### src/sv/vtpg_pkg.sv
// Shared types, constants and color tables for the video test pattern generator.
`default_nettype none

package vtpg_pkg;

    // Field and register widths
    localparam int COORD_W  = 12;
    localparam int DIM_W    = 13;
    localparam int COLOR_W  = 8;
    localparam int PHASE_W  = 8;
    localparam int MODE_W   = 3;
    localparam int CFG_IDX_W = 2;
    localparam int CFG_DATA_W = 13;

    // Frame size limits
    localparam int MIN_WIDTH  = 8;
    localparam int MAX_WIDTH  = 4096;
    localparam int MIN_HEIGHT = 1;
    localparam int MAX_HEIGHT = 4096;

    // Register reset values
    localparam int RESET_WIDTH  = 640;
    localparam int RESET_HEIGHT = 480;
    localparam int RESET_LEVEL  = 128;

    // Gradient: phase and colors run modulo 255
    localparam int PHASE_MOD = 255;
    localparam int GREEN_OFS = 85;
    localparam int BLUE_OFS  = 170;

    // Color bars
    localparam int BAR_COUNT = 8;
    localparam int BAR_SEL_W = $clog2(BAR_COUNT);
    localparam int BAR_W_W   = DIM_W - BAR_SEL_W;

    // Checkerboard: square edge is 2**CHECKER_LOG2 pixels
    localparam int CHECKER_LOG2 = 5;
    localparam int CHECK_HI = 255;
    localparam int CHECK_LO = 64;

    // Pulse mode: striped block around the frame center
    localparam int BLOCK_HALF_W = 60;
    localparam int BLOCK_HALF_H = 20;
    localparam int STRIPE_W     = 30;
    localparam int STRIPE_PITCH = 10;
    localparam int STRIPE_H     = 5;
    localparam int FULL_LEVEL   = 255;

    typedef enum logic [CFG_IDX_W-1:0] {
        CFG_MODE   = 2'd0,
        CFG_WIDTH  = 2'd1,
        CFG_HEIGHT = 2'd2,
        CFG_LEVEL  = 2'd3
    } cfg_idx_t;

    typedef enum logic [MODE_W-1:0] {
        MODE_GRADIENT = 3'd0,
        MODE_BARS     = 3'd1,
        MODE_CHECKER  = 3'd2,
        MODE_BLACK    = 3'd3,
        MODE_PULSE    = 3'd4
    } mode_t;

    // Active configuration, frame size already clamped to its legal range
    typedef struct packed {
        mode_t              mode;
        logic [DIM_W-1:0]   width;
        logic [DIM_W-1:0]   height;
        logic [COLOR_W-1:0] level;
    } cfg_t;

    // One scan position on its way to the color stage
    typedef struct packed {
        logic [COORD_W-1:0] x;
        logic [COORD_W-1:0] y;
        logic [PHASE_W-1:0] phase;
        logic               lend;
        logic               fend;
    } scan_item_t;

    // Bar colors, packed as {red, green, blue}
    function automatic logic [3*COLOR_W-1:0] bar_rgb(input logic [BAR_SEL_W-1:0] bar);
        logic [3*COLOR_W-1:0] rgb;
        case (bar)
            3'd0:    rgb = 24'hFFFFFF;
            3'd1:    rgb = 24'hFFFF00;
            3'd2:    rgb = 24'h00FFFF;
            3'd3:    rgb = 24'h00FF00;
            3'd4:    rgb = 24'hFF00FF;
            3'd5:    rgb = 24'hFF0000;
            3'd6:    rgb = 24'h0000FF;
            default: rgb = 24'h000000;
        endcase
        return rgb;
    endfunction

endpackage

`default_nettype wire

### src/sv/vtpg_cfg.sv
// Configuration registers of the pattern generator, with frame size clamping.
`default_nettype none

module vtpg_cfg (
    input  wire logic                            clk,
    input  wire logic                            rst_n,
    input  wire logic                            cfg_write,
    input  wire logic [vtpg_pkg::CFG_IDX_W-1:0]  cfg_index,
    input  wire logic [vtpg_pkg::CFG_DATA_W-1:0] cfg_data,
    output vtpg_pkg::cfg_t                       cfg
);

    vtpg_pkg::mode_t                   mode_reg, mode_next;
    logic [vtpg_pkg::DIM_W-1:0]        width_reg, width_next;
    logic [vtpg_pkg::DIM_W-1:0]        height_reg, height_next;
    logic [vtpg_pkg::COLOR_W-1:0]      level_reg, level_next;

    // Register write decode
    always_comb
    begin
        mode_next   = mode_reg;
        width_next  = width_reg;
        height_next = height_reg;
        level_next  = level_reg;
        if (cfg_write)
        begin
            case (cfg_index)
                vtpg_pkg::CFG_MODE:   mode_next   = vtpg_pkg::mode_t'(cfg_data[vtpg_pkg::MODE_W-1:0]);
                vtpg_pkg::CFG_WIDTH:  width_next  = cfg_data[vtpg_pkg::DIM_W-1:0];
                vtpg_pkg::CFG_HEIGHT: height_next = cfg_data[vtpg_pkg::DIM_W-1:0];
                vtpg_pkg::CFG_LEVEL:  level_next  = cfg_data[vtpg_pkg::COLOR_W-1:0];
                default:              mode_next   = mode_reg;
            endcase
        end
    end

    always_ff @(posedge clk or negedge rst_n)
    begin
        if (!rst_n)
        begin
            mode_reg   <= vtpg_pkg::MODE_GRADIENT;
            width_reg  <= vtpg_pkg::DIM_W'(vtpg_pkg::RESET_WIDTH);
            height_reg <= vtpg_pkg::DIM_W'(vtpg_pkg::RESET_HEIGHT);
            level_reg  <= vtpg_pkg::COLOR_W'(vtpg_pkg::RESET_LEVEL);
        end
        else
        begin
            mode_reg   <= mode_next;
            width_reg  <= width_next;
            height_reg <= height_next;
            level_reg  <= level_next;
        end
    end

    // Clamp frame size into the supported range
    always_comb
    begin
        cfg.mode  = mode_reg;
        cfg.level = level_reg;
        if (width_reg < vtpg_pkg::DIM_W'(vtpg_pkg::MIN_WIDTH))
            cfg.width = vtpg_pkg::DIM_W'(vtpg_pkg::MIN_WIDTH);
        else if (width_reg > vtpg_pkg::DIM_W'(vtpg_pkg::MAX_WIDTH))
            cfg.width = vtpg_pkg::DIM_W'(vtpg_pkg::MAX_WIDTH);
        else
            cfg.width = width_reg;
        if (height_reg < vtpg_pkg::DIM_W'(vtpg_pkg::MIN_HEIGHT))
            cfg.height = vtpg_pkg::DIM_W'(vtpg_pkg::MIN_HEIGHT);
        else if (height_reg > vtpg_pkg::DIM_W'(vtpg_pkg::MAX_HEIGHT))
            cfg.height = vtpg_pkg::DIM_W'(vtpg_pkg::MAX_HEIGHT);
        else
            cfg.height = height_reg;
    end

endmodule

`default_nettype wire

### src/sv/vtpg_scan.sv
// Raster scan counters and the input stage register of the pattern generator.
`default_nettype none

module vtpg_scan (
    input  wire logic                 clk,
    input  wire logic                 rst_n,
    input  wire vtpg_pkg::cfg_t       cfg,
    input  wire logic                 accept,
    input  wire logic                 restart,
    input  wire logic                 down_ready,
    output logic                      item_valid,
    output vtpg_pkg::scan_item_t      item
);

    logic [vtpg_pkg::COORD_W-1:0] col_reg, col_next;
    logic [vtpg_pkg::COORD_W-1:0] row_reg, row_next;
    logic [vtpg_pkg::PHASE_W-1:0] phase_reg, phase_next;
    logic                         valid_reg, valid_next;
    vtpg_pkg::scan_item_t         item_reg, item_next;

    logic [vtpg_pkg::COORD_W-1:0] x0, y0;
    logic                         lend, fend;

    // Position of the pixel emitted for this request
    always_comb
    begin
        if (restart || ({1'b0, col_reg} >= cfg.width))
            x0 = '0;
        else
            x0 = col_reg;
        if (restart || ({1'b0, row_reg} >= cfg.height))
            y0 = '0;
        else
            y0 = row_reg;
        lend = ({1'b0, x0} == cfg.width - vtpg_pkg::DIM_W'(1));
        fend = lend && ({1'b0, y0} == cfg.height - vtpg_pkg::DIM_W'(1));
    end

    // Scan advance in raster order
    always_comb
    begin
        col_next   = col_reg;
        row_next   = row_reg;
        phase_next = phase_reg;
        if (accept)
        begin
            if (lend)
            begin
                col_next = '0;
                if (fend)
                begin
                    row_next = '0;
                    if (phase_reg == vtpg_pkg::PHASE_W'(vtpg_pkg::PHASE_MOD - 1))
                        phase_next = '0;
                    else
                        phase_next = phase_reg + vtpg_pkg::PHASE_W'(1);
                end
                else
                begin
                    row_next = y0 + vtpg_pkg::COORD_W'(1);
                end
            end
            else
            begin
                col_next = x0 + vtpg_pkg::COORD_W'(1);
                row_next = y0;
            end
        end
    end

    // Stage register
    always_comb
    begin
        valid_next = accept || (valid_reg && !down_ready);
        item_next  = item_reg;
        if (accept)
        begin
            item_next.x     = x0;
            item_next.y     = y0;
            item_next.phase = phase_reg;
            item_next.lend  = lend;
            item_next.fend  = fend;
        end
    end

    always_ff @(posedge clk or negedge rst_n)
    begin
        if (!rst_n)
        begin
            col_reg   <= '0;
            row_reg   <= '0;
            phase_reg <= '0;
            valid_reg <= 1'b0;
        end
        else
        begin
            col_reg   <= col_next;
            row_reg   <= row_next;
            phase_reg <= phase_next;
            valid_reg <= valid_next;
        end
    end

    always_ff @(posedge clk)
    begin
        item_reg <= item_next;
    end

    assign item_valid = valid_reg;
    assign item       = item_reg;

`ifndef NO_ASSERTIONS
    // Frame phase stays below its modulus
    a_phase_range: assert property (@(posedge clk) disable iff (!rst_n)
        phase_reg < vtpg_pkg::PHASE_W'(vtpg_pkg::PHASE_MOD))
        else $error("frame phase out of range");

    // A staged pixel lies inside the frame
    a_item_in_frame: assert property (@(posedge clk) disable iff (!rst_n)
        valid_reg |-> (({1'b0, item_reg.x} < cfg.width) && ({1'b0, item_reg.y} < cfg.height)))
        else $error("staged pixel outside the frame");

    // Frame end is always also a line end
    a_fend_lend: assert property (@(posedge clk) disable iff (!rst_n)
        valid_reg && item_reg.fend |-> item_reg.lend)
        else $error("frame end without line end");

    // A line end sends the scan back to column zero
    a_line_wrap: assert property (@(posedge clk) disable iff (!rst_n)
        accept && lend |=> col_reg == '0)
        else $error("scan did not wrap after line end");
`endif

endmodule

`default_nettype wire

### src/sv/vtpg_color.sv
// Pattern color logic and output register of the pattern generator.
`default_nettype none

module vtpg_color (
    input  wire logic                          clk,
    input  wire logic                          rst_n,
    input  wire vtpg_pkg::cfg_t                cfg,
    input  wire logic                          item_valid,
    input  wire vtpg_pkg::scan_item_t          item,
    input  wire logic                          out_stall,
    output logic                               ready,
    output logic                               out_valid,
    output logic [vtpg_pkg::COLOR_W-1:0]       red,
    output logic [vtpg_pkg::COLOR_W-1:0]       green,
    output logic [vtpg_pkg::COLOR_W-1:0]       blue,
    output logic [vtpg_pkg::COORD_W-1:0]       column,
    output logic [vtpg_pkg::COORD_W-1:0]       row,
    output logic                               line_end,
    output logic                               frame_end
);

    localparam int SUM_W = vtpg_pkg::COORD_W + 2;

    logic                          valid_reg, valid_next;
    logic [vtpg_pkg::COLOR_W-1:0]  red_reg, green_reg, blue_reg;
    logic [vtpg_pkg::COLOR_W-1:0]  red_next, green_next, blue_next;
    logic [vtpg_pkg::COORD_W-1:0]  column_reg, row_reg;
    logic                          lend_reg, fend_reg;
    logic                          load;

    // Gradient
    logic [SUM_W-1:0]              grad_sum;
    logic [vtpg_pkg::COLOR_W:0]    grad_fold, grad_g, grad_b;
    logic [vtpg_pkg::COLOR_W-1:0]  grad_r;

    // Bars
    logic [vtpg_pkg::BAR_W_W-1:0]  bar_w;
    logic [vtpg_pkg::BAR_COUNT-1:1] bar_ge;
    logic [vtpg_pkg::BAR_SEL_W-1:0] bar_sel;
    logic [3*vtpg_pkg::COLOR_W-1:0] bar_color;

    // Checker
    logic [vtpg_pkg::COLOR_W-1:0]  check_v;

    // Pulse block
    logic [vtpg_pkg::DIM_W-1:0]    cx, cy;
    logic [SUM_W:0]                dx, dy;
    logic                          in_block, stripe_x, stripe_y;

    // Gradient: (x + y + phase) mod 255 by folding the high byte
    always_comb
    begin
        grad_sum  = SUM_W'(item.x) + SUM_W'(item.y) + SUM_W'(item.phase);
        grad_fold = (vtpg_pkg::COLOR_W+1)'(grad_sum[vtpg_pkg::COLOR_W-1:0])
                  + (vtpg_pkg::COLOR_W+1)'(grad_sum[SUM_W-1:vtpg_pkg::COLOR_W]);
        if (grad_fold >= (vtpg_pkg::COLOR_W+1)'(vtpg_pkg::PHASE_MOD))
            grad_r = vtpg_pkg::COLOR_W'(grad_fold - (vtpg_pkg::COLOR_W+1)'(vtpg_pkg::PHASE_MOD));
        else
            grad_r = vtpg_pkg::COLOR_W'(grad_fold);
        grad_g = (vtpg_pkg::COLOR_W+1)'(grad_r) + (vtpg_pkg::COLOR_W+1)'(vtpg_pkg::GREEN_OFS);
        if (grad_g >= (vtpg_pkg::COLOR_W+1)'(vtpg_pkg::PHASE_MOD))
            grad_g = grad_g - (vtpg_pkg::COLOR_W+1)'(vtpg_pkg::PHASE_MOD);
        grad_b = (vtpg_pkg::COLOR_W+1)'(grad_r) + (vtpg_pkg::COLOR_W+1)'(vtpg_pkg::BLUE_OFS);
        if (grad_b >= (vtpg_pkg::COLOR_W+1)'(vtpg_pkg::PHASE_MOD))
            grad_b = grad_b - (vtpg_pkg::COLOR_W+1)'(vtpg_pkg::PHASE_MOD);
    end

    // Bars: count the bar boundaries at or left of x; last bar takes the rest
    always_comb
    begin
        bar_w   = vtpg_pkg::BAR_W_W'(cfg.width >> vtpg_pkg::BAR_SEL_W);
        bar_sel = '0;
        for (int k = 1; k < vtpg_pkg::BAR_COUNT; k++)
        begin
            bar_ge[k] = ({1'b0, item.x} >= vtpg_pkg::DIM_W'(bar_w * k));
            bar_sel   = bar_sel + vtpg_pkg::BAR_SEL_W'(bar_ge[k]);
        end
        bar_color = vtpg_pkg::bar_rgb(bar_sel);
    end

    // Checker: parity of the square indexes
    always_comb
    begin
        if (item.x[vtpg_pkg::CHECKER_LOG2] ^ item.y[vtpg_pkg::CHECKER_LOG2])
            check_v = vtpg_pkg::COLOR_W'(vtpg_pkg::CHECK_LO);
        else
            check_v = vtpg_pkg::COLOR_W'(vtpg_pkg::CHECK_HI);
    end

    // Pulse block: offsets from the block's top-left corner, negative means outside
    always_comb
    begin
        cx = cfg.width >> 1;
        cy = cfg.height >> 1;
        dx = (SUM_W+1)'(item.x) + (SUM_W+1)'(vtpg_pkg::BLOCK_HALF_W) - (SUM_W+1)'(cx);
        dy = (SUM_W+1)'(item.y) + (SUM_W+1)'(vtpg_pkg::BLOCK_HALF_H) - (SUM_W+1)'(cy);
        in_block = !dx[SUM_W] && (dx < (SUM_W+1)'(2 * vtpg_pkg::BLOCK_HALF_W))
                && !dy[SUM_W] && (dy < (SUM_W+1)'(2 * vtpg_pkg::BLOCK_HALF_H));
        stripe_x = (dx < (SUM_W+1)'(vtpg_pkg::STRIPE_W))
                || ((dx >= (SUM_W+1)'(2 * vtpg_pkg::STRIPE_W))
                    && (dx < (SUM_W+1)'(3 * vtpg_pkg::STRIPE_W)));
        stripe_y = 1'b0;
        for (int k = 0; k < (2 * vtpg_pkg::BLOCK_HALF_H) / vtpg_pkg::STRIPE_PITCH; k++)
        begin
            if ((dy >= (SUM_W+1)'(k * vtpg_pkg::STRIPE_PITCH))
                && (dy < (SUM_W+1)'(k * vtpg_pkg::STRIPE_PITCH + vtpg_pkg::STRIPE_H)))
                stripe_y = 1'b1;
        end
    end

    // Pattern select
    always_comb
    begin
        case (cfg.mode)
            vtpg_pkg::MODE_BARS:
            begin
                red_next   = bar_color[3*vtpg_pkg::COLOR_W-1:2*vtpg_pkg::COLOR_W];
                green_next = bar_color[2*vtpg_pkg::COLOR_W-1:vtpg_pkg::COLOR_W];
                blue_next  = bar_color[vtpg_pkg::COLOR_W-1:0];
            end
            vtpg_pkg::MODE_CHECKER:
            begin
                red_next   = check_v;
                green_next = check_v;
                blue_next  = check_v;
            end
            vtpg_pkg::MODE_BLACK:
            begin
                red_next   = '0;
                green_next = '0;
                blue_next  = '0;
            end
            vtpg_pkg::MODE_PULSE:
            begin
                if (in_block && stripe_x && stripe_y)
                begin
                    red_next   = vtpg_pkg::COLOR_W'(vtpg_pkg::FULL_LEVEL);
                    green_next = vtpg_pkg::COLOR_W'(vtpg_pkg::FULL_LEVEL);
                    blue_next  = vtpg_pkg::COLOR_W'(vtpg_pkg::FULL_LEVEL);
                end
                else
                begin
                    red_next   = cfg.level;
                    green_next = '0;
                    blue_next  = '0;
                end
            end
            default:
            begin
                red_next   = grad_r;
                green_next = vtpg_pkg::COLOR_W'(grad_g);
                blue_next  = vtpg_pkg::COLOR_W'(grad_b);
            end
        endcase
    end

    // Output register handshake
    assign ready      = !valid_reg || !out_stall;
    assign load       = item_valid && ready;
    assign valid_next = load || (valid_reg && out_stall);

    always_ff @(posedge clk or negedge rst_n)
    begin
        if (!rst_n)
            valid_reg <= 1'b0;
        else
            valid_reg <= valid_next;
    end

    always_ff @(posedge clk)
    begin
        if (load)
        begin
            red_reg    <= red_next;
            green_reg  <= green_next;
            blue_reg   <= blue_next;
            column_reg <= item.x;
            row_reg    <= item.y;
            lend_reg   <= item.lend;
            fend_reg   <= item.fend;
        end
    end

    assign out_valid = valid_reg;
    assign red       = red_reg;
    assign green     = green_reg;
    assign blue      = blue_reg;
    assign column    = column_reg;
    assign row       = row_reg;
    assign line_end  = lend_reg;
    assign frame_end = fend_reg;

endmodule

`default_nettype wire

### src/sv/video_test_pattern_generator.sv
// Top level of the video test pattern generator.
//
// Each accepted request emits one RGB pixel at the current raster position and
// advances the scan; one request is taken per clock while in_stall is low, and
// results pass from the scan stage register through the color logic into the
// output register. The throughput of one pixel per clock is set by the scan
// counter update, which settles the next position in the same cycle a request
// is taken. A stall on the output holds the result register and, once the
// scan stage is also full, stalls the input. Modes: 0 moving gradient, 1 eight
// color bars, 2 checkerboard, 3 black, 4 red pulse level with a white striped
// block in the center; unused mode codes show the gradient. Frame size is
// clamped to 8..4096 pixels by 1..4096 lines. Configuration must be written
// only while no request is in flight; the block itself does not enforce this.
`default_nettype none

module video_test_pattern_generator (
    input  wire logic                            clk,
    input  wire logic                            rst_n,
    input  wire logic                            cfg_write,
    input  wire logic [vtpg_pkg::CFG_IDX_W-1:0]  cfg_index,
    input  wire logic [vtpg_pkg::CFG_DATA_W-1:0] cfg_data,
    input  wire logic                            in_valid,
    output logic                                 in_stall,
    input  wire logic                            restart,
    output logic                                 out_valid,
    input  wire logic                            out_stall,
    output logic [vtpg_pkg::COLOR_W-1:0]         red,
    output logic [vtpg_pkg::COLOR_W-1:0]         green,
    output logic [vtpg_pkg::COLOR_W-1:0]         blue,
    output logic [vtpg_pkg::COORD_W-1:0]         column,
    output logic [vtpg_pkg::COORD_W-1:0]         row,
    output logic                                 line_end,
    output logic                                 frame_end
);

    vtpg_pkg::cfg_t       cfg;
    vtpg_pkg::scan_item_t item;
    logic                 item_valid;
    logic                 color_ready;
    logic                 accept;

    // Input request taken when the scan stage is free or moving on
    assign in_stall = item_valid && !color_ready;
    assign accept   = in_valid && !in_stall;

    vtpg_cfg u_cfg (
        .clk       (clk),
        .rst_n     (rst_n),
        .cfg_write (cfg_write),
        .cfg_index (cfg_index),
        .cfg_data  (cfg_data),
        .cfg       (cfg)
    );

    vtpg_scan u_scan (
        .clk        (clk),
        .rst_n      (rst_n),
        .cfg        (cfg),
        .accept     (accept),
        .restart    (restart),
        .down_ready (color_ready),
        .item_valid (item_valid),
        .item       (item)
    );

    vtpg_color u_color (
        .clk        (clk),
        .rst_n      (rst_n),
        .cfg        (cfg),
        .item_valid (item_valid),
        .item       (item),
        .out_stall  (out_stall),
        .ready      (color_ready),
        .out_valid  (out_valid),
        .red        (red),
        .green      (green),
        .blue       (blue),
        .column     (column),
        .row        (row),
        .line_end   (line_end),
        .frame_end  (frame_end)
    );

endmodule

`default_nettype wire
### config.mk
export PLATFORM = sky130hd
export DESIGN_NAME = video_test_pattern_generator
export DESIGN_NICKNAME = d
export VERILOG_FILES = /design/src/sv/vtpg_pkg.sv /design/src/sv/vtpg_cfg.sv /design/src/sv/vtpg_scan.sv /design/src/sv/vtpg_color.sv /design/src/sv/video_test_pattern_generator.sv
export SDC_FILE = /design/constraint.sdc
export NUM_CORES = 1
export LEC_CHECK = 0
export BUFFER_PORTS_ARGS = -buffer_cell sky130_fd_sc_hd__buf_2
export CAP_MARGIN = 0
export CORE_ASPECT_RATIO = 1.1
export CORE_MARGIN = 2
export CORE_UTILIZATION = 50
export DETAILED_ROUTE_END_ITERATION = 10
export HOLD_SLACK_MARGIN = 0.02
export PLACE_DENSITY = 0.63
export RECOVER_POWER = 100
export REMOVE_ABC_BUFFERS = 1
export SLEW_MARGIN = 20
export SYNTH_ARGS = -nofsm -noshare
export SYNTH_HDL_FRONTEND = slang
export SYNTH_SLANG_ARGS = --single-unit
### constraint.sdc
create_clock -name clk -period 13.9 [get_ports clk]
set_input_delay 0.695 -clock clk [delete_from_list [all_inputs] [get_ports clk]]
set_output_delay 0.695 -clock clk [all_outputs]
set_load 0.005 [all_outputs]
Word level (Yosys, flattened, before mapping)
Cells that the tools add are included.

Bits in registers: 155. Word-level logic and storage cells: 152. Bits of input ports: 21. Output and inout port bits: 52.

Multiplexer cells: 24. Add/subtract/negate cells: 23. Bitwise logic cells: 1. Equal/unequal tests: 16. Reductions and logical operators: 34. Multipliers: 4. Order comparisons: 29.

Operators with widths (count): $pmux 24 s7 (1); $pmux 8 s4 (3); $ge 12x13->1 (5); $mux 12 (5); $mux 8 (7); $mux 13 (4); $ge 15x5->1 const B (2); $lt 15x5->1 const B (2); $lt 15x6->1 const B (2); $lt 15x7->1 const B (2); $sub 15x12->15 (2); $ge 9x8->1 const B (3); $eq 12x13->1 (2); $gt 13x13->1 const B (2); $mul 10x3->13 const B (2); $sub 13x1->13 const B (2); $add 12x1->12 const B (2); $ge 12x12->1 (2); $mul 10x2->12 const B (2); $sub 8x8->8 const B (3); $add 3x1->3 (5); $ge 15x1->1 const B (1); $ge 15x4->1 const B (1); $ge 15x6->1 const B (1); 30 further kinds (68).

Depth between registers and ports, before layout
Gate-level depths: netlist (run 1).

Depth in word-level cells: 13. Depth in mapped cells: 39. Mapped depth without buffers: 38.

Cells and area by module
Synthesis (run 1) repeated with hierarchy kept, for this count alone.

Cells, all modules: 1548. Area, all modules: 14909.3 um^2.

Modules (own cells, without submodules): vtpg_color (area an instance 8364.3 um^2, times used 1, cells an instance 930); vtpg_scan (area an instance 4783.3 um^2, times used 1, cells an instance 500); vtpg_cfg (area an instance 1739.2 um^2, times used 1, cells an instance 116); video_test_pattern_generator (area an instance 22.5 um^2, times used 1, cells an instance 2).

Worst setup path before layout (run 1)
OpenSTA, ideal clock, no wires.

Kind: flip-flop to flip-flop. From: register u_scan.item_reg (netlist bit u_scan.item[23]). To: register u_color.green_reg (netlist bit u_color.green[3]), data pin. Path buffers: 1. Data required time: 13619 ps. Arrival: 7056 ps. Path slack: 6563 ps. Cell stages (with the launch flop): 36. Cells stage by stage: edfxtp_1 -> inv_1 -> fa_1 -> nor2b_1 -> o21ai_0 -> a21boi_0 -> nor2_1 -> ha_1 -> o21ai_0 -> a21oi_1 -> nor2_1 -> nor2_1 -> o21ai_0 -> nand2_1 -> a21o_1 -> and3_1 -> xor2_1 -> ha_1 -> o21a_1 -> a211o_1 -> a221oi_1 -> o2111a_1 -> o21a_1 -> buf_2 -> xnor2_1 -> clkinv_1 -> ha_1 -> nor2_1 -> mux2_2 -> nand3b_1 -> a31oi_1 -> o211ai_1 -> o311a_1 -> a311o_1 -> xnor2_1 -> o221ai_1.

Cells in the longest elaborated chain, start to end: 10.

RTL lines: start: declaration (line vtpg_scan.sv:19) `vtpg_pkg::scan_item_t item_reg, item_next;`; start signal: assignment (line vtpg_scan.sv:106) `item_reg <= item_next;`; parallel branches: the longest is 9 deep, another holds $add 14x8->14; $pmux 8 s4 (*) (line vtpg_color.sv:114) `case (cfg.mode)`; via u_color.green_next, one bit (line vtpg_color.sv:26) `logic [vtpg_pkg::COLOR_W-1:0] red_next, green_next, blue_next;`; end signal: assignment (line vtpg_color.sv:175) `green_reg <= green_next;`; end: declaration (line vtpg_color.sv:25) `logic [vtpg_pkg::COLOR_W-1:0] red_reg, green_reg, blue_reg;`.

Mark *: on every way through the listed nets, which the timed path passes. A chain may end at the register's enable or synchronous reset.

Worst setup path after layout (run 1)
From: register u_cfg.width_reg[11] in the netlist's numbering. To: register u_color.green_reg (netlist bit u_color.green[6]), data pin.

Cells in the longest elaborated chain, start to end: 13.

RTL lines: start: declaration (line vtpg_cfg.sv:14) `logic [vtpg_pkg::DIM_W-1:0] width_reg, width_next;`; start signal: assignment (line vtpg_cfg.sv:42) `width_reg <= vtpg_pkg::DIM_W'(vtpg_pkg::RESET_WIDTH);`; start signal: assignment (line vtpg_cfg.sv:49) `width_reg <= width_next;`; $gt 13x13->1 (line vtpg_cfg.sv:62) `else if (width_reg > vtpg_pkg::DIM_W'(vtpg_pkg::MAX_WIDTH))`; $mux 13 (line vtpg_cfg.sv:62); $mux 13 (*) (line vtpg_cfg.sv:60) `if (width_reg < vtpg_pkg::DIM_W'(vtpg_pkg::MIN_WIDTH))`; $mul 10x2->12, or another cell as far along (line vtpg_color.sv:75) `bar_ge[k] = ({1'b0, item.x} >= vtpg_pkg::DIM_W'(bar_w * k));`; $ge 12x12->1 / $add 1x1->2 (equally long branches) (line vtpg_color.sv:75, vtpg_color.sv:76); $add 3x1->3 (5 in series) (line vtpg_color.sv:76) `bar_sel = bar_sel + vtpg_pkg::BAR_SEL_W'(bar_ge[k]);`; $eq 3x3->1, or another cell as far along (line vtpg_pkg.sv:84) `case (bar)`; $pmux 24 s7 (line vtpg_pkg.sv:84); $pmux 8 s4 (*) (line vtpg_color.sv:114); via u_color.green_next, one bit (line vtpg_color.sv:26).

Mark *: on every way through the listed nets, which the timed path passes. The rest lies on a longest branch.

==> run metrics, run 1 <==
hold depth 0; Detailed Place HPWL 30,200 um; Fillers 2,727; final core utilization 54.9%; FP Rows 66; drt first pass iters 7; FF+latch count, synth 155; Fmax 110 MHz; vias post-DR 12,335; clock power share 13.4%; ANT cells 0; CP Class flip-flop to flip-flop; logic gate share of total power 67.5%; Worst Skew 14.7 ps; Hold Crit Class flip-flop to flip-flop; Most common cell on crit path a21o_1; DR DRC count 0; unrepaired setup endpoints after global routing no; Main synth FF type edfxtp_1; CTS tree yes; status complete, but fails checks; dominant cell type by area after synthesis ha_1; dominant cell by count in the synthesized netlist ha_1; Reg-to-Reg Start u_cfg.width_reg[11]; top cell type's share of synthesized area 17.7%; FF-to-FF End u_color.green[6]; Worst Path Required 14,070 ps; maximum root-to-sink buffer count 2; drt first-iter violations 925; core region area 29,400 sq um; Setup TNS Final 0 ps; Hold Path Origin u_scan.item[0]; # clock sinks 155; Register-to-Register Path Depth 28; hold endpoint u_color.frame_end; setup slack, reg-to-reg 4830 ps; die area 31,100 sq um; Setup Viol. Count Final 0; Synth Area per Inst 9.29 sq um; post-synthesis sequential area ratio 29.0%; largest net degree at the start of global routing 72; Routed WL 40,000 um; synth top area cells ha_1 18%, edfxtp_1 17%, dfrtp_1 11%; Post-CTS Setup Inserts 0; DIE WIDTH 168 um; Arr. time, crit path 9250 ps; VDD IR max 133 uV; Reg power frac 19.1%; area grow syn2layout 8.56%; YS warnings 0; post-route cell area 16,100 sq um; PwrDens 224 nW/um^2; Sw Share 48.4%; I/O pin count 73; post-cts resize count 0; GP Congestion 0.947; number of cells on the critical path 28; total track usage 25.9%; worst stage delay on the critical path 1390 ps; DRT antenna net count 0; CP Capture Type flip-flop; Leak 0.00727 uW; Worst Max-Slew Pin Slew 4230 ps; Slew Limit Fails 189; layout cells sized above 1 9.41%; Crit Path Max Fanout 10; initial antenna violation count 1; vias per cell 6.01; total power draw 3620 uW; MaxCap Viol Count 4; Clock Tree Root clkbuf_16; crit path max-delay cell type o41ai_1; Pint 1870 uW; Post-Syn Instances 1,602; Post-DP Area 15,700 sq um; NetSw 1760 uW; CTS HTree Levels 4; grt ovf 0; count of cell types in the netlist 83; fin crit share 65.3%; vias in the first global route 11,960; WL per Instance 19.5 um; Hold-fix buffers, CTS 0; minimum clock period 9070 ps; failing checks capacitance limit, slew limit; Hold Vio Cnt, Final 0; clock slew at reported path FFs 80 ps; first-pass GRT wire length 63,600 um; Final nets 1,917; Synth Cell Area 14,900 sq um; async set-reset flop share out of synthesis 45.8%; CP startpoint kind flip-flop; number of synthesized flops with an enable pin 84; top cells by count, synth 210 x ha_1, 107 x inv_1, 107 x o21ai_0; number of buffers created by CTS 17; port bufs 72; CP bufs+invs 3; Skew-Pair Late Insertion Delay 450 ps; Slew HR -182%; Starting Density 50.6%; max reg flops 34; Die Ht 185 um; family with the most delay on the worst path compound AO/OA/AOI/OAI gates
routing by layer:
| metal | track usage (%) | share of wire (%) | vias up |
|---|---|---|---|
| li1 | - | - | 6027 |
| met4 | 7.14 | 1.9 | 0 |
| met1 | 33.9 | 46 | 5957 |
| met2 | 45.2 | 48 | 302 |
| met3 | 3.42 | 4.2 | 49 |
| met5 | 0 | 0 | - |
power by group through the flow:
| stage | clock network [uW] | registers, uW | logic [uW] |
|---|---|---|---|
| 2_1_floorplan | 0 | 686 | 1830 |
| 6_report | 486 | 691 | 2450 |
| 5_1_grt | 511 | 702 | 2720 |
| 3_5_place_dp | 0 | 698 | 2420 |
| 4_1_cts | 495 | 689 | 2440 |
| 3_3_place_gp | 0 | 698 | 2410 |
cells in the final DEF, fill, tap and decap left out, drive strengths merged, types with 15 or more instances in the layout:
cell type / instances
inv: 118
fa: 20
a21oi: 87
xor2: 44
o21ai: 111
and2: 25
edfxtp: 84
dfrtp: 64
clkbuf: 48
xnor2: 74
ha: 210
buf: 53
a21o: 71
o211ai: 15
o31ai: 15
nand2b: 40
and3: 31
nand3: 42
nor2: 99
nor3: 27
o21a: 21
mux2: 41
nor2b: 24
nand2: 92
worst max-delay path by stage:
stage                                    from               end
after floorplan               u_scan.item[23]  u_color.green[3]
after global placement        u_scan.item[23]  u_color.green[5]
after detailed placement      u_scan.item[23]  u_color.green[4]
after CTS                     u_scan.item[23]  u_color.green[4]
after global routing      u_cfg.width_reg[11]  u_color.green[6]
final                     u_cfg.width_reg[11]  u_color.green[6]
metrics by stage:
step	hold slack [ps]	cells	setup slack, ps
after detailed placement	419	2021	5430
after CTS	433	2053	5390
after global placement	405	2021	5600
final	428	2053	4830
after floorplan	399	1563	6550
after global routing	433	2053	4180
worst reg2reg max path: cells and delay by family, from the launching register on:
kind,cells,cell delay [ps]
AND/OR/NAND/NOR,5,1550
AO/OA/AOI/OAI,12,3150
adder cells (fa/ha/maj),7,2550
buffers and inverters,3,520
XOR/XNOR,1,620
flip-flops,1,410
layout make-up:
class,count,area (sq um),area share [%]
Multi-Input combinational cell,1298,9970,61.8
Clock buffer,17,425,2.63
Clock inverter,15,166,1.03
Timing Repair Buffer,84,394,2.44
Sequential cell,155,4310,26.7
Inverter,110,413,2.56
Tap cell,374,468,2.90
logic make-up (layout without fill, tap and decap cells):
kind of cell	count (synthesis)	count (layout)	synth area share, %
flip-flops	155	155	29.0
XOR/XNOR	119	119	7.20
AO/OA/AOI/OAI	441	441	19.6
adder cells (fa/ha/maj)	230	230	20.4
AND/OR/NAND/NOR	456	456	16.2
buffers and inverters	149	226	3.81
multiplexers	52	52	3.84
Note: power is estimated with default switching activity, not from simulation.
==> inputs of run 2 (changes only) <==
clock period = 9.1 ns   (was 13.9 ns; I/O delays follow)
==> run 2 against run 1 <==
Against the previous run: the flow still finishes with violations (capacitance limit, slew limit); register-to-register slack got worse by 4100 ps; sequential power rose by 53%; cell area up 0.57%; power increased by 55%; critical path depth is 5 higher; clock skew rose by 0.97 ps; die area did not move; worst hold slack lost 220 ps.
==> run metrics, run 2 (synthesis gave the netlist of run 1 again) <==
GP Congestion 0.938 (was 0.947); CP Capture Type flip-flop (unchanged); most common cell after layout, fill and taps aside ha_1 (unchanged); Starting Density 50.6% (unchanged); Setup WS pre-CTS 738 ps (was 5430 ps); Worst Max-Slew Pin Slew 4080 ps (was 4230 ps); ANT cells 0 (unchanged); I/O pin count 73 (unchanged); failing checks capacitance limit, slew limit (unchanged); Slew HR -172% (was -182%); fin crit share 91.8% (was 65.3%); Hold Vio Cnt, Final 0 (unchanged); number of buffers created by CTS 17 (unchanged); Post-CTS Setup Inserts 0 (unchanged); Worst Skew 15.7 ps (was 14.7 ps); total track usage 26.1% (was 25.9%); initial antenna violation count 1 (unchanged); vias in the first global route 12,001 (was 11,960); Routed WL 40,100 um (was 40,000 um); Detailed Place HPWL 30,200 um (about the same); port bufs 72 (unchanged); FP Rows 66 (unchanged); Hold Crit Class input port to flip-flop (was flip-flop to flip-flop); VDD IR max 212 uV (was 133 uV); Fmax 120 MHz (was 110 MHz); vias post-DR 12,331 (was 12,335); worst stage delay on the critical path 590 ps (was 1390 ps); Hold-fix buffers, CTS 0 (unchanged); DRT antenna net count 0 (unchanged); Clock Tree Root clkbuf_16 (unchanged); drt first-iter violations 1,113 (was 925); family with the most delay on the worst path compound AO/OA/AOI/OAI gates (unchanged); Setup TNS Final 0 ps (unchanged); post-route cell area 16,200 sq um (was 16,100 sq um); # clock sinks 155 (unchanged); Die Ht 185 um (unchanged); largest net degree at the start of global routing 72 (unchanged); Arr. time, crit path 8500 ps (was 9250 ps); status complete, but fails checks (unchanged); CP startpoint kind flip-flop (unchanged); CP bufs+invs 2 (was 3); max reg flops 34 (unchanged); MaxCap Viol Count 3 (was 4); Post-DP Area 15,700 sq um (about the same); vias per cell 5.99 (was 6.01); DR DRC count 0 (unchanged); PwrDens 346 nW/um^2 (was 224 nW/um^2); Final nets 1,921 (was 1,917); Setup Viol. Count Final 0 (unchanged); DIE WIDTH 168 um (unchanged); WL per Instance 19.5 um (about the same); die area 31,100 sq um (unchanged); Worst Path Required 9250 ps (was 14,070 ps); CP Class flip-flop to flip-flop (unchanged); crit path max-delay cell type edfxtp_1 (was o41ai_1); layout cells sized above 1 9.74% (was 9.41%); core region area 29,400 sq um (unchanged); Leak 0.00732 uW (was 0.00727 uW); Slew Limit Fails 178 (was 189); grt ovf 0 (unchanged); area grow syn2layout 9.18% (was 8.56%); Skew-Pair Late Insertion Delay 450 ps (about the same); most frequent cells in the layout 210 x ha_1, 110 x o21ai_0, 106 x inv_1 (unchanged); drt first pass iters 5 (was 7); first-pass GRT wire length 63,800 um (was 63,600 um); minimum clock period 8350 ps (was 9070 ps); maximum root-to-sink buffer count 2 (unchanged); CTS tree yes (unchanged); clock slew at reported path FFs 80 ps (about the same); CTS HTree Levels 4 (unchanged); Worst Setup Slack, final 748 ps (was 4830 ps); Crit Path Max Fanout 14 (was 10)
-- run 2: cell count changes in the layout (fill, tap and decap cells not counted), sizes merged --
cell	previous run	this run
buf	53	56
clkbuf	48	51
inv	118	116
-- run 2: worst paths after layout --
| path | slack [ps] | cells after the start | startpoint | end |
|---|---|---|---|---|
| setup / recovery | 750 | 33 | u_scan.item[24] | u_color.green[3] |
| hold / removal | 210 | 2 | in_valid | u_scan.item_valid |
| setup reg to reg | 750 | 33 | u_scan.item[24] | u_color.green[3] |
| hold reg to reg | 430 | 0 | u_scan.item[0] | u_color.frame_end |
| max in group asynchronous | 5350 | 1 | rst_n | u_cfg.mode_reg[1] |
| min in group asynchronous | 1410 | 1 | rst_n | u_scan.row_reg[10] |
-- run 2: per-stage QoR --
| stage | util [%] | power [uW] | std cells | hold slack (ps) |
|---|---|---|---|---|
| floorplan | - | 3840 | 1563 | 159 |
| global placement | 53.3 | 4760 | 2025 | 407 |
| detailed placement | 53.3 | 4790 | 2025 | 413 |
| CTS | 55.5 | 5600 | 2057 | 187 |
| global route | 55.2 | 6100 | 2057 | 207 |
| finish | 55.2 | 5620 | 2057 | 211 |
-- run 2: what timing repair did --
item,in CTS,in global routing
setup endpoints to repair,0,5
endpoints found under the hold margin,0,0
resized for setup,0,3
-- run 2: final cells by class --
class	count	area [sq um]
multi-input cells	1298	10000
clock inverters	13	159
clock buffers	19	475
flip-flops and latches	155	4310
fillers	2642	13200
inverters	110	413
well taps	374	468
repair buffers	88	419
-- run 2: routing by layer --
metal,vias up,routed length [um],GRT usage (%)
met1,5955,18900,35.0
met5,-,0,0
li1,6033,-,-
met4,0,1080,8.76
met2,280,18700,44.2
met3,63,1380,2.76
-- run 2: where the power goes --
part	internal [uW]	switching [uW]
sequential	940	117
clock	404	370
combinational	1560	2230
total	2900	2720
==> inputs of run 3 (changes only) <==
CELL_PAD_IN_SITES_DETAIL_PLACEMENT = 1   (was default)
CELL_PAD_IN_SITES_GLOBAL_PLACEMENT = 1   (was default)
PLACE_DENSITY = 0.79   (was 0.63)
clock period = 9.7 ns   (was 9.1 ns; I/O delays follow)
==> run 3 against run 2 <==
Against the previous run: fmax fell by 3.8%; core utilization shrank 0.34 points; the run still ends with capacitance limit, slew limit left; routed wire length is 14% higher; largest cell class unchanged; clock power is 9.0% lower; combinational power decreased by 4%; largest power group unchanged; power is 5.2% lower.
==> run metrics, run 3 (synthesis gave the netlist of run 1 again) <==
Leak 0.00725 uW (was 0.00732 uW); NetSw 2640 uW (was 2720 uW); Arr. time, crit path 8830 ps (was 8500 ps); Fillers 3,433 (was 2,642); Post-CTS Setup Inserts 0 (unchanged); Most common cell on crit path ha_1; Hold Crit Class input port to flip-flop (unchanged); Clock Tree Root clkbuf_16 (unchanged); clock slew at reported path FFs 80 ps (about the same); Worst Skew 13.7 ps (was 15.7 ps); maximum root-to-sink buffer count 2 (unchanged); FF-to-FF End u_color.green[3] (unchanged); CP Capture Type flip-flop (unchanged); Detailed Place HPWL 34,400 um (was 30,200 um); die area 31,100 sq um (unchanged); Worst Max-Slew Pin Slew 4120 ps (was 4080 ps); number of buffers created by CTS 17 (unchanged); status complete, but fails checks (unchanged); total track usage 30.0% (was 26.1%); worst stage delay on the critical path 740 ps (was 590 ps); failing checks capacitance limit, slew limit (unchanged); Routed WL 45,500 um (was 40,100 um); largest net degree at the start of global routing 72 (unchanged); most frequent cells in the layout 210 x ha_1, 109 x o21ai_0, 106 x inv_1 (was 210 x ha_1, 110 x o21ai_0, 106 x inv_1); hold depth 2 (unchanged); CP startpoint u_scan.item[26] (was u_scan.item[24]); first-pass GRT wire length 73,600 um (was 63,800 um); fin crit share 89.5% (was 91.8%); MaxCap Viol Count 3 (unchanged); Slew Limit Fails 177 (was 178); Starting Density 50.6% (unchanged); Slew HR -175% (was -172%); Reg power frac 18.7% (was 18.8%); initial antenna violation count 0 (was 1); ANT cells 0 (unchanged); Fmax 115 MHz (was 120 MHz); vias post-DR 12,788 (was 12,331); most common cell after layout, fill and taps aside ha_1 (unchanged); Pint 2690 uW (was 2900 uW); I/O pin count 73 (unchanged); post-cts resize count 0 (unchanged); GP Congestion 0.890 (was 0.938); vias per cell 6.23 (was 5.99); DRT antenna net count 0 (unchanged); WL per Instance 22.2 um (was 19.5 um); setup slack, reg-to-reg 1010 ps (was 750 ps); CTS tree yes (unchanged); # clock sinks 155 (unchanged); logic gate share of total power 68.1% (was 67.4%); max reg flops 34 (unchanged); area grow syn2layout 8.52% (was 9.18%); PwrDens 330 nW/um^2 (was 346 nW/um^2); CTS HTree Levels 4 (unchanged); CP Class flip-flop to flip-flop (unchanged); Sw Share 49.5% (was 48.4%); Reg-to-Reg Start u_scan.item[26] (was u_scan.item[24]); drt first-iter violations 893 (was 1,113); drt first pass iters 7 (was 5); Register-to-Register Path Depth 31 (was 33); VDD IR max 210 uV (was 212 uV); CP startpoint kind flip-flop (unchanged); Die Ht 185 um (unchanged); Hold Vio Cnt, Final 0 (unchanged); Hold Path Origin in_valid (unchanged); Skew-Pair Late Insertion Delay 440 ps (was 450 ps); Final nets 1,917 (was 1,921); core region area 29,400 sq um (unchanged); DIE WIDTH 168 um (unchanged); post-route cell area 16,100 sq um (was 16,200 sq um); vias in the first global route 13,680 (was 12,001); port bufs 72 (unchanged); layout cells sized above 1 8.64% (was 9.74%); Worst Path Required 9850 ps (was 9250 ps); crit path max-delay cell type clkbuf_1 (was edfxtp_1); FP Rows 66 (unchanged); Hold-fix buffers, CTS 0 (unchanged); Crit Path Max Fanout 14 (unchanged); DR DRC count 0 (unchanged); clock power share 13.2% (was 13.8%); minimum clock period 8690 ps (was 8350 ps); Post-DP Area 15,700 sq um (about the same); grt ovf 0 (unchanged); Setup TNS Final 0 ps (unchanged); unrepaired setup endpoints after global routing no; Setup Viol. Count Final 0 (unchanged); hold endpoint u_scan.item_valid (unchanged)
==> run 3: final cells by class <==
class | instances | area [sq um] | area share (%)
sequential | 155 | 4310 | 26.7
tap | 374 | 468 | 2.90
timing repair buffer | 84 | 373 | 2.31
multi-input combinational | 1298 | 9980 | 61.8
clock inverter | 13 | 135 | 0.837
clock buffer | 19 | 464 | 2.88
inverter | 110 | 413 | 2.56
==> run 3: metrics by stage <==
step | setup WS [ps] | total power [uW] | hold WS (ps) | utilization [%] | cells
after global placement | 1400 | 4460 | 411 | 53.2 | 2021
after global routing | 201 | 5770 | 242 | 54.9 | 2053
after detailed placement | 1150 | 4570 | 408 | 53.2 | 2021
final | 1010 | 5330 | 241 | 54.9 | 2053
after CTS | 1110 | 5330 | 236 | 55.3 | 2053
after floorplan | 2350 | 3610 | 189 | - | 1563
==> run 3: worst max path at each step <==
stage / to / cells past startpoint
floorplan: u_color.green[3] / 34
global placement: u_color.green[3] / 34
detailed placement: u_color.green[5] / 33
CTS: u_color.green[5] / 34
global route: u_color.green[4] / 33
finish: u_color.green[3] / 31
==> run 3: worst max-delay path: cells and delay by family (launching register included) <==
kind | cells | cell delay (ps)
AO/OA/AOI/OAI | 15 | 3890
adder cells (fa/ha/maj) | 4 | 1490
buffers and inverters | 2 | 1070
XOR/XNOR | 4 | 790
AND/OR/NAND/NOR | 5 | 610
flip-flops | 1 | 330
multiplexers | 1 | 170
==> run 3: per-layer routing <==
metal	part of all wire, %	vias to the layer above	track usage [%]
li1	-	6018	-
met4	2.2	0	8.38
met1	44	6475	37.6
met2	51	232	54.9
met3	2.7	63	3.08
met5	0	-	0
==> run 3: power by group through the flow <==
stage	Clock, uW	Combinational [uW]	Sequential [uW]
after floorplan	0	2620	984
after global placement	0	3470	996
after detailed placement	0	3570	1000
after CTS	710	3630	991
after global routing	735	4020	1010
final	704	3630	995
